==> config.mk <==
export PLATFORM = sky130hd
export DESIGN_NAME = cv_window_gate_demux_flat
export DESIGN_NICKNAME = d
export VERILOG_FILES = /design/src/sv/cvwg_pkg.sv /design/src/sv/cvwg_if.sv /design/src/sv/cvwg_lane_mem.sv /design/src/sv/cvwg_front.sv /design/src/sv/cvwg_lanes.sv /design/src/sv/cv_window_gate_demux.sv /design/src/flat_wrapper.sv
export SDC_FILE = /design/constraint.sdc
export NUM_CORES = 2
export LEC_CHECK = 0
export ABC_AREA = 1
export BUFFER_PORTS_ARGS = -buffer_cell sky130_fd_sc_hd__buf_2
export CAP_MARGIN = 0
export CORE_MARGIN = 4
export CORE_UTILIZATION = 50
export CTS_CLUSTER_DIAMETER = 200
export DETAILED_ROUTE_END_ITERATION = 12
export HOLD_SLACK_MARGIN = 0.12
export PLACE_DENSITY = 0.66
export RECOVER_POWER = 25
export SLEW_MARGIN = 20
export SYNTH_ARGS = -nofsm -noshare
export SYNTH_HDL_FRONTEND = slang
export SYNTH_SLANG_ARGS = --single-unit
export TNS_END_PERCENT = 20
==> constraint.sdc <==
create_clock -name clk -period 7.9 [get_ports clk]
set_input_delay 1.185 -clock clk [delete_from_list [all_inputs] [get_ports clk]]
set_output_delay 1.185 -clock clk [all_outputs]
set_load 0.02 [all_outputs]
==> src/sv/cvwg_pkg.sv <==
package cvwg_pkg;

	localparam int LANES_DEF       = 8;
	localparam int LENGTH_BITS_DEF = 17;

	// 1024 LSB per volt, 0..10 V
	localparam int FULL_SCALE     = 10240;
	localparam int DEFAULT_LENGTH = 960;
	localparam int VAL_W          = 14;
	localparam int CV_W           = 16;
	localparam int GAIN_W         = 16;
	localparam int OFS_W          = 15;
	localparam int LVL_W          = 16;
	localparam int PROD_W         = CV_W + GAIN_W;
	localparam int Q_SHIFT        = 13;
	localparam int MASK_W         = 8;
	localparam int LANE_IDX_W     = 3;
	localparam int CFG_IDX_W      = 3;
	localparam int CFG_DATA_W     = 16;

	localparam logic [CFG_IDX_W-1:0] CFG_GAIN     = 3'd0;
	localparam logic [CFG_IDX_W-1:0] CFG_OFFSET   = 3'd1;
	localparam logic [CFG_IDX_W-1:0] CFG_CLOCKED  = 3'd2;
	localparam logic [CFG_IDX_W-1:0] CFG_CLK_HIGH = 3'd3;
	localparam logic [CFG_IDX_W-1:0] CFG_CLK_LOW  = 3'd4;

	localparam logic signed [GAIN_W-1:0] GAIN_RST     = 16'sd8192;
	localparam logic signed [OFS_W-1:0]  OFFSET_RST   = 15'sd0;
	localparam logic signed [LVL_W-1:0]  CLK_HIGH_RST = 16'sd1024;
	localparam logic signed [LVL_W-1:0]  CLK_LOW_RST  = 16'sd0;

	localparam logic OP_TICK  = 1'b0;
	localparam logic OP_WRITE = 1'b1;

	// control that travels with an item from stage 1 to stage 2
	typedef struct packed {
		logic                  valid;
		logic                  wr;
		logic [LANE_IDX_W-1:0] lane;
	} s2_ctl_t;

endpackage

==> src/sv/cvwg_if.sv <==
interface cvwg_in_if #(
	parameter int LENGTH_BITS = cvwg_pkg::LENGTH_BITS_DEF
);
	logic                                 valid;
	logic                                 ready;
	logic                                 opcode;
	logic signed [cvwg_pkg::CV_W-1:0]     cv_sample;
	logic signed [cvwg_pkg::LVL_W-1:0]    clock_level;
	logic [cvwg_pkg::LANE_IDX_W-1:0]      lane_index;
	logic [LENGTH_BITS-1:0]               length_ticks;

	modport source(output valid, opcode, cv_sample, clock_level, lane_index, length_ticks,
		input ready);
	modport sink(input valid, opcode, cv_sample, clock_level, lane_index, length_ticks,
		output ready);
endinterface

interface cvwg_out_if;
	logic                          valid;
	logic                          ready;
	logic [cvwg_pkg::MASK_W-1:0]   pulse_mask;
	logic [cvwg_pkg::MASK_W-1:0]   window_mask;

	modport source(output valid, pulse_mask, window_mask, input ready);
	modport sink(input valid, pulse_mask, window_mask, output ready);
endinterface

==> src/sv/cvwg_lane_mem.sv <==
module cvwg_lane_mem #(
	parameter int LANES       = cvwg_pkg::LANES_DEF,
	parameter int LENGTH_BITS = cvwg_pkg::LENGTH_BITS_DEF
) (
	input  logic                         clk,
	input  logic                         arst_n,
	input  logic                         rem_we,
	input  logic [LANES*LENGTH_BITS-1:0] rem_wd,
	input  logic [LANES-1:0]             len_we,
	input  logic [LENGTH_BITS-1:0]       len_wd,
	output logic [LANES*LENGTH_BITS-1:0] rem_rd,
	output logic [LANES*LENGTH_BITS-1:0] len_rd
);

	localparam int ROW_W = LANES * LENGTH_BITS;

	// one row per store, lane fields side by side, per-lane write enables on lengths
	logic [ROW_W-1:0] rem_mem [1];
	logic [ROW_W-1:0] len_mem [1];

	logic [ROW_W-1:0]       rem_rd_q;
	logic [ROW_W-1:0]       len_rd_q;
	logic [ROW_W-1:0]       rem_wd_q;
	logic [LENGTH_BITS-1:0] len_wd_q;
	logic                   rem_we_q;
	logic [LANES-1:0]       len_we_q;
	logic                   rem_ok_q;
	logic [LANES-1:0]       len_ok_q;

	always_ff @(posedge clk) begin
		if (rem_we) begin
			rem_mem[0] <= rem_wd;
		end
		for (int i = 0; i < LANES; i++) begin
			if (len_we[i]) begin
				len_mem[0][i*LENGTH_BITS +: LENGTH_BITS] <= len_wd;
			end
		end
		rem_rd_q <= rem_mem[0];
		len_rd_q <= len_mem[0];
		rem_wd_q <= rem_wd;
		len_wd_q <= len_wd;
	end

	always_ff @(posedge clk or negedge arst_n) begin
		if (!arst_n) begin
			rem_we_q <= 1'b0;
			len_we_q <= '0;
			rem_ok_q <= 1'b0;
			len_ok_q <= '0;
		end else begin
			rem_we_q <= rem_we;
			len_we_q <= len_we;
			rem_ok_q <= rem_ok_q | rem_we;
			len_ok_q <= len_ok_q | len_we;
		end
	end

	// registered read data misses a same-edge write: forward the write
	always_comb begin
		for (int i = 0; i < LANES; i++) begin
			if (rem_we_q) begin
				rem_rd[i*LENGTH_BITS +: LENGTH_BITS] = rem_wd_q[i*LENGTH_BITS +: LENGTH_BITS];
			end else if (rem_ok_q) begin
				rem_rd[i*LENGTH_BITS +: LENGTH_BITS] = rem_rd_q[i*LENGTH_BITS +: LENGTH_BITS];
			end else begin
				rem_rd[i*LENGTH_BITS +: LENGTH_BITS] = '0;
			end

			if (len_we_q[i]) begin
				len_rd[i*LENGTH_BITS +: LENGTH_BITS] = len_wd_q;
			end else if (len_ok_q[i]) begin
				len_rd[i*LENGTH_BITS +: LENGTH_BITS] = len_rd_q[i*LENGTH_BITS +: LENGTH_BITS];
			end else begin
				len_rd[i*LENGTH_BITS +: LENGTH_BITS] = LENGTH_BITS'(cvwg_pkg::DEFAULT_LENGTH);
			end
		end
	end

endmodule

==> src/sv/cvwg_front.sv <==
module cvwg_front #(
	parameter int LANES       = cvwg_pkg::LANES_DEF,
	parameter int LENGTH_BITS = cvwg_pkg::LENGTH_BITS_DEF
) (
	input  logic                                  clk,
	input  logic                                  arst_n,
	input  logic                                  cfg_we,
	input  logic [cvwg_pkg::CFG_IDX_W-1:0]        cfg_index,
	input  logic [cvwg_pkg::CFG_DATA_W-1:0]       cfg_data,
	input  logic                                  in_valid,
	output logic                                  in_ready,
	input  logic                                  opcode,
	input  logic signed [cvwg_pkg::CV_W-1:0]      cv_sample,
	input  logic signed [cvwg_pkg::LVL_W-1:0]     clock_level,
	input  logic [cvwg_pkg::LANE_IDX_W-1:0]       lane_index,
	input  logic [LENGTH_BITS-1:0]                length_ticks,
	input  logic                                  s2_free,
	output logic                                  s1_go,
	output cvwg_pkg::s2_ctl_t                     ctl_s1,
	output logic [LENGTH_BITS-1:0]                len_s1,
	output logic [LANES-1:0]                      win_s1
);

	localparam int WIN_W = $clog2((LANES + 1) * cvwg_pkg::FULL_SCALE) + 1;
	localparam int SUM_W = cvwg_pkg::PROD_W - cvwg_pkg::Q_SHIFT + 1;

	logic signed [cvwg_pkg::GAIN_W-1:0] gain_q;
	logic signed [cvwg_pkg::OFS_W-1:0]  offset_q;
	logic                               clocked_q;
	logic signed [cvwg_pkg::LVL_W-1:0]  clk_high_q;
	logic signed [cvwg_pkg::LVL_W-1:0]  clk_low_q;

	logic                                 schmitt_q;
	logic [cvwg_pkg::VAL_W-1:0]           held_q;

	logic                                 v_s1;
	logic                                 op_s1;
	logic signed [cvwg_pkg::PROD_W-1:0]   prod_s1;
	logic signed [cvwg_pkg::LVL_W-1:0]    clk_s1;
	logic [cvwg_pkg::LANE_IDX_W-1:0]      lane_s1;
	logic [LENGTH_BITS-1:0]               length_s1;

	logic                                 accept;
	logic signed [cvwg_pkg::PROD_W-1:0]   product;
	logic signed [SUM_W-2:0]              floor_g;
	logic signed [SUM_W-1:0]              live_raw;
	logic [cvwg_pkg::VAL_W-1:0]           live;
	logic                                 clk_rise;
	logic                                 clk_fall;
	logic                                 tick_go;
	logic [cvwg_pkg::VAL_W-1:0]           val;
	logic [WIN_W-1:0]                     scaled;

	assign accept   = in_valid && in_ready;
	assign s1_go    = v_s1 && s2_free;
	assign in_ready = !v_s1 || s1_go;
	assign product  = cv_sample * gain_q;
	assign tick_go  = s1_go && (op_s1 == cvwg_pkg::OP_TICK);

	always_ff @(posedge clk or negedge arst_n) begin
		if (!arst_n) begin
			gain_q     <= cvwg_pkg::GAIN_RST;
			offset_q   <= cvwg_pkg::OFFSET_RST;
			clocked_q  <= 1'b0;
			clk_high_q <= cvwg_pkg::CLK_HIGH_RST;
			clk_low_q  <= cvwg_pkg::CLK_LOW_RST;
		end else if (cfg_we) begin
			case (cfg_index)
				cvwg_pkg::CFG_GAIN:     gain_q     <= cfg_data[cvwg_pkg::GAIN_W-1:0];
				cvwg_pkg::CFG_OFFSET:   offset_q   <= cfg_data[cvwg_pkg::OFS_W-1:0];
				cvwg_pkg::CFG_CLOCKED:  clocked_q  <= cfg_data[0];
				cvwg_pkg::CFG_CLK_HIGH: clk_high_q <= cfg_data[cvwg_pkg::LVL_W-1:0];
				cvwg_pkg::CFG_CLK_LOW:  clk_low_q  <= cfg_data[cvwg_pkg::LVL_W-1:0];
				default: ;
			endcase
		end
	end

	always_ff @(posedge clk or negedge arst_n) begin
		if (!arst_n) begin
			v_s1      <= 1'b0;
			schmitt_q <= 1'b0;
			held_q    <= '0;
		end else begin
			if (accept) begin
				v_s1 <= 1'b1;
			end else if (s1_go) begin
				v_s1 <= 1'b0;
			end
			if (tick_go) begin
				if (clk_rise) begin
					schmitt_q <= 1'b1;
					held_q    <= live;
				end else if (clk_fall) begin
					schmitt_q <= 1'b0;
				end
			end
		end
	end

	always_ff @(posedge clk) begin
		if (accept) begin
			op_s1     <= opcode;
			prod_s1   <= product;
			clk_s1    <= clock_level;
			lane_s1   <= lane_index;
			length_s1 <= length_ticks;
		end
	end

	// arithmetic shift gives floor of product / 8192
	assign floor_g  = prod_s1[cvwg_pkg::PROD_W-1:cvwg_pkg::Q_SHIFT];
	assign live_raw = SUM_W'(floor_g) + SUM_W'(offset_q);

	always_comb begin
		if (live_raw < 0) begin
			live = '0;
		end else if (live_raw > cvwg_pkg::FULL_SCALE) begin
			live = cvwg_pkg::VAL_W'(cvwg_pkg::FULL_SCALE);
		end else begin
			live = live_raw[cvwg_pkg::VAL_W-1:0];
		end
	end

	// each side tests only its own threshold, even when the levels overlap
	assign clk_rise = !schmitt_q && (clk_s1 >= clk_high_q);
	assign clk_fall = schmitt_q && (clk_s1 <= clk_low_q);

	always_comb begin
		if (!clocked_q) begin
			val = live;
		end else if (clk_rise) begin
			val = live;
		end else begin
			val = held_q;
		end
	end

	assign scaled = WIN_W'(val) * WIN_W'(LANES);

	// strictly inside: a value on a boundary lights no window
	always_comb begin
		for (int i = 0; i < LANES; i++) begin
			win_s1[i] = (scaled > WIN_W'(i * cvwg_pkg::FULL_SCALE)) &&
				(scaled < WIN_W'((i + 1) * cvwg_pkg::FULL_SCALE));
		end
	end

	assign ctl_s1.valid = v_s1;
	assign ctl_s1.wr    = op_s1;
	assign ctl_s1.lane  = lane_s1;
	assign len_s1       = length_s1;

endmodule

==> src/sv/cvwg_lanes.sv <==
module cvwg_lanes #(
	parameter int LANES       = cvwg_pkg::LANES_DEF,
	parameter int LENGTH_BITS = cvwg_pkg::LENGTH_BITS_DEF
) (
	input  logic                           clk,
	input  logic                           arst_n,
	input  logic                           s1_go,
	input  cvwg_pkg::s2_ctl_t              ctl_s1,
	input  logic [LENGTH_BITS-1:0]         len_s1,
	input  logic [LANES-1:0]               win_s1,
	output logic                           s2_free,
	input  logic [LANES*LENGTH_BITS-1:0]   rem_rd,
	input  logic [LANES*LENGTH_BITS-1:0]   len_rd,
	output logic                           rem_we,
	output logic [LANES*LENGTH_BITS-1:0]   rem_wd,
	output logic [LANES-1:0]               len_we,
	output logic [LENGTH_BITS-1:0]         len_wd,
	output logic                           out_valid,
	input  logic                           out_ready,
	output logic [cvwg_pkg::MASK_W-1:0]    pulse_mask,
	output logic [cvwg_pkg::MASK_W-1:0]    window_mask
);

	cvwg_pkg::s2_ctl_t        ctl_s2;
	logic [LENGTH_BITS-1:0]   len_s2;
	logic [LANES-1:0]         win_s2;
	logic [LANES-1:0]         win_prev_q;
	logic                     out_valid_q;
	logic [cvwg_pkg::MASK_W-1:0] pulse_q;
	logic [cvwg_pkg::MASK_W-1:0] window_q;

	logic                     out_free;
	logic                     s2_go;
	logic                     tick;
	logic [LANES-1:0]         pulse;
	logic [cvwg_pkg::MASK_W-1:0] pulse_pack;
	logic [cvwg_pkg::MASK_W-1:0] window_pack;

	assign out_free = !out_valid_q || out_ready;
	// a length write leaves no beat, so it never waits on the output
	assign s2_go    = ctl_s2.valid && (ctl_s2.wr || out_free);
	assign s2_free  = !ctl_s2.valid || s2_go;
	assign tick     = s2_go && (ctl_s2.wr == cvwg_pkg::OP_TICK);

	always_ff @(posedge clk or negedge arst_n) begin
		if (!arst_n) begin
			ctl_s2      <= '0;
			win_prev_q  <= '0;
			out_valid_q <= 1'b0;
		end else begin
			if (s1_go) begin
				ctl_s2 <= ctl_s1;
			end else if (s2_go) begin
				ctl_s2.valid <= 1'b0;
			end
			if (tick) begin
				win_prev_q  <= win_s2;
				out_valid_q <= 1'b1;
			end else if (out_ready) begin
				out_valid_q <= 1'b0;
			end
		end
	end

	always_ff @(posedge clk) begin
		if (s1_go) begin
			len_s2 <= len_s1;
			win_s2 <= win_s1;
		end
		if (tick) begin
			pulse_q  <= pulse_pack;
			window_q <= window_pack;
		end
	end

	// per lane: retrigger keeps the longer count, high while count > 0, then count down
	always_comb begin
		logic [LENGTH_BITS-1:0] rem;
		logic [LENGTH_BITS-1:0] tab;
		logic [LENGTH_BITS-1:0] nxt;
		for (int i = 0; i < LANES; i++) begin
			rem = rem_rd[i*LENGTH_BITS +: LENGTH_BITS];
			tab = len_rd[i*LENGTH_BITS +: LENGTH_BITS];
			if (win_s2[i] && !win_prev_q[i] && (tab > rem)) begin
				nxt = tab;
			end else begin
				nxt = rem;
			end
			pulse[i] = (nxt != '0);
			rem_wd[i*LENGTH_BITS +: LENGTH_BITS] = nxt - LENGTH_BITS'(pulse[i]);
			len_we[i] = s2_go && (ctl_s2.wr == cvwg_pkg::OP_WRITE) && (int'(ctl_s2.lane) == i);
		end
	end

	assign rem_we = tick;
	assign len_wd = len_s2;

	// lanes above the mask width are dropped, missing lanes read as zero
	for (genvar g = 0; g < cvwg_pkg::MASK_W; g++) begin : g_pack
		if (g < LANES) begin : g_lane
			assign pulse_pack[g]  = pulse[g];
			assign window_pack[g] = win_s2[g];
		end else begin : g_none
			assign pulse_pack[g]  = 1'b0;
			assign window_pack[g] = 1'b0;
		end
	end

	assign out_valid   = out_valid_q;
	assign pulse_mask  = pulse_q;
	assign window_mask = window_q;

endmodule

==> src/sv/cv_window_gate_demux.sv <==
// Pipeline: a tick beat passes scale/Schmitt/windows, lane read-modify-write and the
// output register; a stalled output holds it back.
// Throughput: one beat per cycle while the output is not stalled, set by the lane state update with forwarding.
// Reset (arst_n, async, active low): config to defaults, pipeline empty, Schmitt low,
// held value and pulse counts zero; length table reads 960 per lane until written.
module cv_window_gate_demux #(
	parameter int LANES       = cvwg_pkg::LANES_DEF,
	parameter int LENGTH_BITS = cvwg_pkg::LENGTH_BITS_DEF
) (
	input  logic                              clk,
	input  logic                              arst_n,
	input  logic                              cfg_we,
	input  logic [cvwg_pkg::CFG_IDX_W-1:0]    cfg_index,
	input  logic [cvwg_pkg::CFG_DATA_W-1:0]   cfg_data,
	cvwg_in_if.sink                           item,
	cvwg_out_if.source                        result
);

	logic                          s1_go;
	logic                          s2_free;
	cvwg_pkg::s2_ctl_t             ctl_s1;
	logic [LENGTH_BITS-1:0]        len_s1;
	logic [LANES-1:0]              win_s1;
	logic [LANES*LENGTH_BITS-1:0]  rem_rd;
	logic [LANES*LENGTH_BITS-1:0]  len_rd;
	logic                          rem_we;
	logic [LANES*LENGTH_BITS-1:0]  rem_wd;
	logic [LANES-1:0]              len_we;
	logic [LENGTH_BITS-1:0]        len_wd;

	cvwg_front #(
		.LANES       (LANES),
		.LENGTH_BITS (LENGTH_BITS)
	) u_front (
		.clk          (clk),
		.arst_n       (arst_n),
		.cfg_we       (cfg_we),
		.cfg_index    (cfg_index),
		.cfg_data     (cfg_data),
		.in_valid     (item.valid),
		.in_ready     (item.ready),
		.opcode       (item.opcode),
		.cv_sample    (item.cv_sample),
		.clock_level  (item.clock_level),
		.lane_index   (item.lane_index),
		.length_ticks (item.length_ticks),
		.s2_free      (s2_free),
		.s1_go        (s1_go),
		.ctl_s1       (ctl_s1),
		.len_s1       (len_s1),
		.win_s1       (win_s1)
	);

	cvwg_lane_mem #(
		.LANES       (LANES),
		.LENGTH_BITS (LENGTH_BITS)
	) u_mem (
		.clk    (clk),
		.arst_n (arst_n),
		.rem_we (rem_we),
		.rem_wd (rem_wd),
		.len_we (len_we),
		.len_wd (len_wd),
		.rem_rd (rem_rd),
		.len_rd (len_rd)
	);

	cvwg_lanes #(
		.LANES       (LANES),
		.LENGTH_BITS (LENGTH_BITS)
	) u_lanes (
		.clk         (clk),
		.arst_n      (arst_n),
		.s1_go       (s1_go),
		.ctl_s1      (ctl_s1),
		.len_s1      (len_s1),
		.win_s1      (win_s1),
		.s2_free     (s2_free),
		.rem_rd      (rem_rd),
		.len_rd      (len_rd),
		.rem_we      (rem_we),
		.rem_wd      (rem_wd),
		.len_we      (len_we),
		.len_wd      (len_wd),
		.out_valid   (result.valid),
		.out_ready   (result.ready),
		.pulse_mask  (result.pulse_mask),
		.window_mask (result.window_mask)
	);

endmodule

==> src/flat_wrapper.sv <==
// flat-port wrapper written by rule: the top's interface ports become plain ports
module cv_window_gate_demux_flat 
#(
	parameter int LANES       = cvwg_pkg::LANES_DEF,
	parameter int LENGTH_BITS = cvwg_pkg::LENGTH_BITS_DEF
)
  (clk, arst_n, cfg_we, cfg_index, cfg_data, item_valid, item_opcode, item_cv_sample, item_clock_level, item_lane_index, item_length_ticks, item_ready, result_valid, result_pulse_mask, result_window_mask, result_ready);
  cvwg_in_if #(.LENGTH_BITS(LENGTH_BITS)) item_i ();
  cvwg_out_if result_i ();
  input  logic clk;
  input  logic arst_n;
  input  logic cfg_we;
  input  logic [cvwg_pkg::CFG_IDX_W-1:0] cfg_index;
  input  logic [cvwg_pkg::CFG_DATA_W-1:0] cfg_data;
  input wire logic [$bits(item_i.valid)-1:0] item_valid;
  input wire logic [$bits(item_i.opcode)-1:0] item_opcode;
  input wire logic [$bits(item_i.cv_sample)-1:0] item_cv_sample;
  input wire logic [$bits(item_i.clock_level)-1:0] item_clock_level;
  input wire logic [$bits(item_i.lane_index)-1:0] item_lane_index;
  input wire logic [$bits(item_i.length_ticks)-1:0] item_length_ticks;
  output wire logic [$bits(item_i.ready)-1:0] item_ready;
  output wire logic [$bits(result_i.valid)-1:0] result_valid;
  output wire logic [$bits(result_i.pulse_mask)-1:0] result_pulse_mask;
  output wire logic [$bits(result_i.window_mask)-1:0] result_window_mask;
  input wire logic [$bits(result_i.ready)-1:0] result_ready;
  assign item_i.valid = item_valid;
  assign item_i.opcode = item_opcode;
  assign item_i.cv_sample = item_cv_sample;
  assign item_i.clock_level = item_clock_level;
  assign item_i.lane_index = item_lane_index;
  assign item_i.length_ticks = item_length_ticks;
  assign item_ready = item_i.ready;
  assign result_valid = result_i.valid;
  assign result_pulse_mask = result_i.pulse_mask;
  assign result_window_mask = result_i.window_mask;
  assign result_i.ready = result_ready;
  cv_window_gate_demux #(.LANES(LANES), .LENGTH_BITS(LENGTH_BITS)) u_core (.clk(clk), .arst_n(arst_n), .cfg_we(cfg_we), .cfg_index(cfg_index), .cfg_data(cfg_data), .item(item_i), .result(result_i));
endmodule
==> results.json <==
{
  "synthXorXnorAreaFrac_pct": 2.33,
  "yosys.area_share.simple_pct": 14.8,
  "finalCritPeriodShare_pct": 84.6,
  "grt_max_degree": 89,
  "p_clk_share_pct": 16.4,
  "yosys_warnings": 0,
  "die_height_um": 316,
  "grt_antenna_before_repair": 1,
  "crit_required_ns": 8.27,
  "finalNetCount": 5604,
  "cts_tree": "done",
  "endpoint": "u_core.u_front.prod_s1[30]",
  "reg2reg_depth": 20,
  "fin_tns_setup_ns": 0,
  "start_util_pct": 50.5,
  "row_count": 112,
  "die_area_sq_um": 99600,
  "cts_hold_buf": 0,
  "synth-async-reset-ratio_pct": 12.4,
  "p_per_area_nw_per_um2": 495,
  "clock-sinks": 906,
  "cp_max_fo": 16,
  "skew_ns": 0.0370,
  "hold_class": "flop to flop",
  "yosysTopAreaCellShare_pct": 23.4,
  "synthMuxAreaShare_pct": 0,
  "regToRegEndpoint": "u_core.u_front.prod_s1[30]",
  "via_per_inst": 5.21,
  "gp_routability_congestion": 0.902,
  "pwr-share-seq_pct": 26.6,
  "drt_wl_total_um": 112000,
  "clock_latency_ns": 0.65,
  "wl_per_cell_um": 17.8,
  "finalHoldViolations": 0,
  "critPathArrivalTime_ns": 7.06,
  "min_from": "u_core.u_mem.len_mem[0][18]",
  "vias": 32900,
  "rsz0062_at_grt": "no",
  "cts-root-buf": "clkbuf_16",
  "ys.flop_type": "dfxtp_1",
  "drt_iter0_drc": 2538,
  "maxSlewViolCount": 0,
  "swShare_pct": 44.0,
  "critPathCaptureType": "flop",
  "switching_power_mw": 11.3,
  "avgSynthCellArea_sq_um": 9.60,
  "drc_errors": 0,
  "cap_violations": 0,
  "synth_edf_count": 369,
  "drive_above_1_share_pct": 7.16,
  "synthTopCellsByArea": "edfxtp_1 (23%), dfxtp_1 (18%), fa_1 (11%)",
  "drtPass1Iterations": 5,
  "cts_buffers": 89,
  "power.internal_mw": 14.4,
  "placed_cells": 6146,
  "setup_viol": 0,
  "placed_area_sq_um": 48900,
  "synth_top_cell_by_area": "edfxtp_1",
  "synth_fa_ha_area_share_pct": 18.6,
  "max_freq_ghz": 0.150,
  "ys_seq_elements": 906,
  "synth_cells": 4928,
  "final_antenna_net_count": 0,
  "die_w_um": 316,
  "cts_buffer_depth": 3,
  "post-cts-setup-buffers": 0,
  "grt_pass1_vias": 32300,
  "synth_nets": 5549,
  "synth_top_family_by_area": "adder cells",
  "leakage_nw": 24.5,
  "ctsResizeCount": 0,
  "rr_startpoint": "u_core.u_front.gain_q[1]",
  "grt_pass1_wl_um": 179000,
  "h-tree-depth": 3,
  "synth_area_sq_um": 47300,
  "ys_types": 62,
  "final_cell_area_sq_um": 51800,
  "synth_compound_area_share_pct": 8.96,
  "tightest_slew_ns": 1.03,
  "grt_util_all_layers_pct": 22.8,
  "io_pins": 95,
  "core_area_sq_um": 93600,
  "crit_type": "flop to flop",
  "areaGrowthSynthToFinish_pct": 9.45,
  "instances_no_fill": 6314,
  "slew_headroom_pct": 30.9,
  "ir_worst_vdd_v": 0.000906,
  "grt-ovfl-total": 0,
  "comb_power_share_pct": 56.9,
  "period_minus_slack_ns": 6.69,
  "reg2reg_slack_ns": 1.21,
  "yosysSeqAreaShare_pct": 47.4,
  "dpl.hpwl_um": 81300,
  "critPathLaunchType": "flop",
  "clkTransAtPathRegs_ns": 0.06,
  "status": "finished clean",
  "io_buffer_count": 94,
  "critPathLaunch": "u_core.u_front.gain_q[1]"
}
[cell families (layout without fill, tap and decap cells)]
| logic type | count (synthesis) | in the layout |
|---|---|---|
| xor+xnor | 126 | 126 |
| other cells | 0 | 3 |
| fa+ha+maj | 544 | 544 |
| flops | 906 | 906 |
| compound gates | 718 | 718 |
| buf+inv | 979 | 1108 |
| simple gates | 1655 | 1655 |
[layer usage]
layer	share of wire [%]	track usage (%)	vias up
met5	0	0	-
met4	2.6	5.90	0
met1	45	32.3	15800
met2	46	37.5	850
li1	-	-	16000
met3	5.8	3.12	169
[stage by stage]
| stage | total power, mW | hold slack (ns) | utilization [%] | worst slack (ns) |
|---|---|---|---|---|
| 2_1_floorplan | 18.1 | 0.323 | - | 1.03 |
| 3_3_place_gp | 21.2 | 0.323 | 52.2 | 0.827 |
| 3_5_place_dp | 21.5 | 0.327 | 52.2 | 0.695 |
| 4_1_cts | 25.8 | 0.313 | 55.3 | 1.25 |
| 5_1_grt | 28.2 | 0.318 | 55.3 | 0.876 |
| 6_report | 25.6 | 0.315 | 55.3 | 1.21 |
[layout by cell type, fill, tap and decap left out, drive strengths merged, types with 3 or more instances in the layout]
| master | n |
|---|---|
| o21bai | 5 |
| nand4 | 45 |
| or2 | 14 |
| dfxtp | 425 |
| nor2 | 381 |
| edfxtp | 369 |
| a211oi | 8 |
| nor3 | 49 |
| fa | 262 |
| clkbuf | 132 |
| xnor2 | 33 |
| nor4 | 13 |
| a22o | 7 |
| o21a | 13 |
| a21o | 6 |
| nor3b | 5 |
| ha | 282 |
| clkinvlp | 4 |
| nand3b | 14 |
| xor2 | 93 |
| inv | 825 |
| o31ai | 7 |
| diode | 3 |
| o22ai | 32 |
| and2 | 4 |
| nand2 | 1017 |
| o211ai | 5 |
| nand3 | 111 |
| a31oi | 3 |
| clkinv | 42 |
| buf | 97 |
| a22oi | 146 |
| o21ai | 352 |
| dfrtp | 110 |
| a21oi | 128 |
| bufinv | 8 |
[power groups by stage]
stage | logic, mW | clock network, mW | registers [mW]
after floorplan | 11.4 | 0 | 6.69
after global routing | 16.8 | 4.48 | 6.90
after CTS | 14.7 | 4.28 | 6.83
after global placement | 14.3 | 0 | 6.89
final | 14.6 | 4.21 | 6.83
after detailed placement | 14.6 | 0 | 6.92
[cell usage after synthesis, drive strengths merged, types with 105 or more instances]
| master | number |
|---|---|
| ha | 282 |
| nand3 | 111 |
| edfxtp | 369 |
| nor2 | 381 |
| dfxtp | 425 |
| nand2 | 1017 |
| dfrtp | 110 |
| o21ai | 352 |
| fa | 262 |
| clkbuf | 105 |
| inv | 817 |
| a22oi | 146 |
| a21oi | 128 |
[registers in the layout, indices dropped and copies added, names as in the netlist, 3 cells and up]
| register | flops |
|---|---|
| u_core.u_mem.len_mem | 136 |
| u_core.u_mem.len_rd_q | 136 |
| u_core.u_mem.rem_mem | 136 |
| u_core.u_mem.rem_rd_q | 136 |
| u_core.u_mem.rem_wd_q | 136 |
| u_core.u_front.prod_s1 | 19 |
| u_core.u_front.len_s1 | 17 |
| u_core.u_lanes.len_wd | 17 |
| u_core.u_mem.len_wd_q | 17 |
| u_core.u_front.clk_high_q | 16 |
| u_core.u_front.clk_low_q | 16 |
| u_core.u_front.clk_s1 | 16 |
| u_core.u_front.gain_q | 16 |
| u_core.u_front.offset_q | 15 |
| u_core.u_front.held_q | 14 |
| u_core.u_lanes.pulse_mask | 8 |
| u_core.u_lanes.win_prev_q | 8 |
| u_core.u_lanes.win_s2 | 8 |
| u_core.u_lanes.window_mask | 8 |
| u_core.u_mem.len_ok_q | 8 |
| u_core.u_mem.len_we_q | 8 |
| u_core.u_lanes.ctl_s2 | 5 |
| u_core.u_front.lane_s1 | 3 |
[critical path: stages (launching register included)]
cell      delay [ns]
dfrtp_1         0.89
nand2_1         0.22
inv_1           0.17
fa_1            0.56
fa_1            0.82
fa_1            0.52
fa_1            0.51
fa_1            0.50
inv_1           0.05
fa_1            0.47
inv_1           0.04
ha_1            0.33
nand2_1         0.12
nor4_1          0.45
nand3_1         0.13
nand3_1         0.15
nand3_1         0.09
nand2_1         0.12
nand2_1         0.06
o311ai_0        0.10
xor2_1          0.11
[final cells by class]
type	count	area, sq um
Multi-Input combinational cell	3043	21100
Inverter	826	3110
Clock buffer	112	2380
Tap cell	1254	1570
Antenna cell	3	7.51
Clock inverter	53	512
Sequential cell	906	22400
Fill cell	8282	41900
Timing Repair Buffer	117	637
[worst min path at each step]
| stage | end | depth (start not counted) |
|---|---|---|
| after floorplan | u_core.u_mem.len_rd_q[0] | 0 |
| after CTS | u_core.u_mem.rem_rd_q[45] | 0 |
| after detailed placement | u_core.u_mem.len_rd_q[101] | 0 |
| after global routing | u_core.u_mem.rem_rd_q[44] | 0 |
| final | u_core.u_mem.len_rd_q[18] | 0 |
| after global placement | u_core.u_mem.rem_rd_q[74] | 0 |
(Power assumes the default switching activity.)
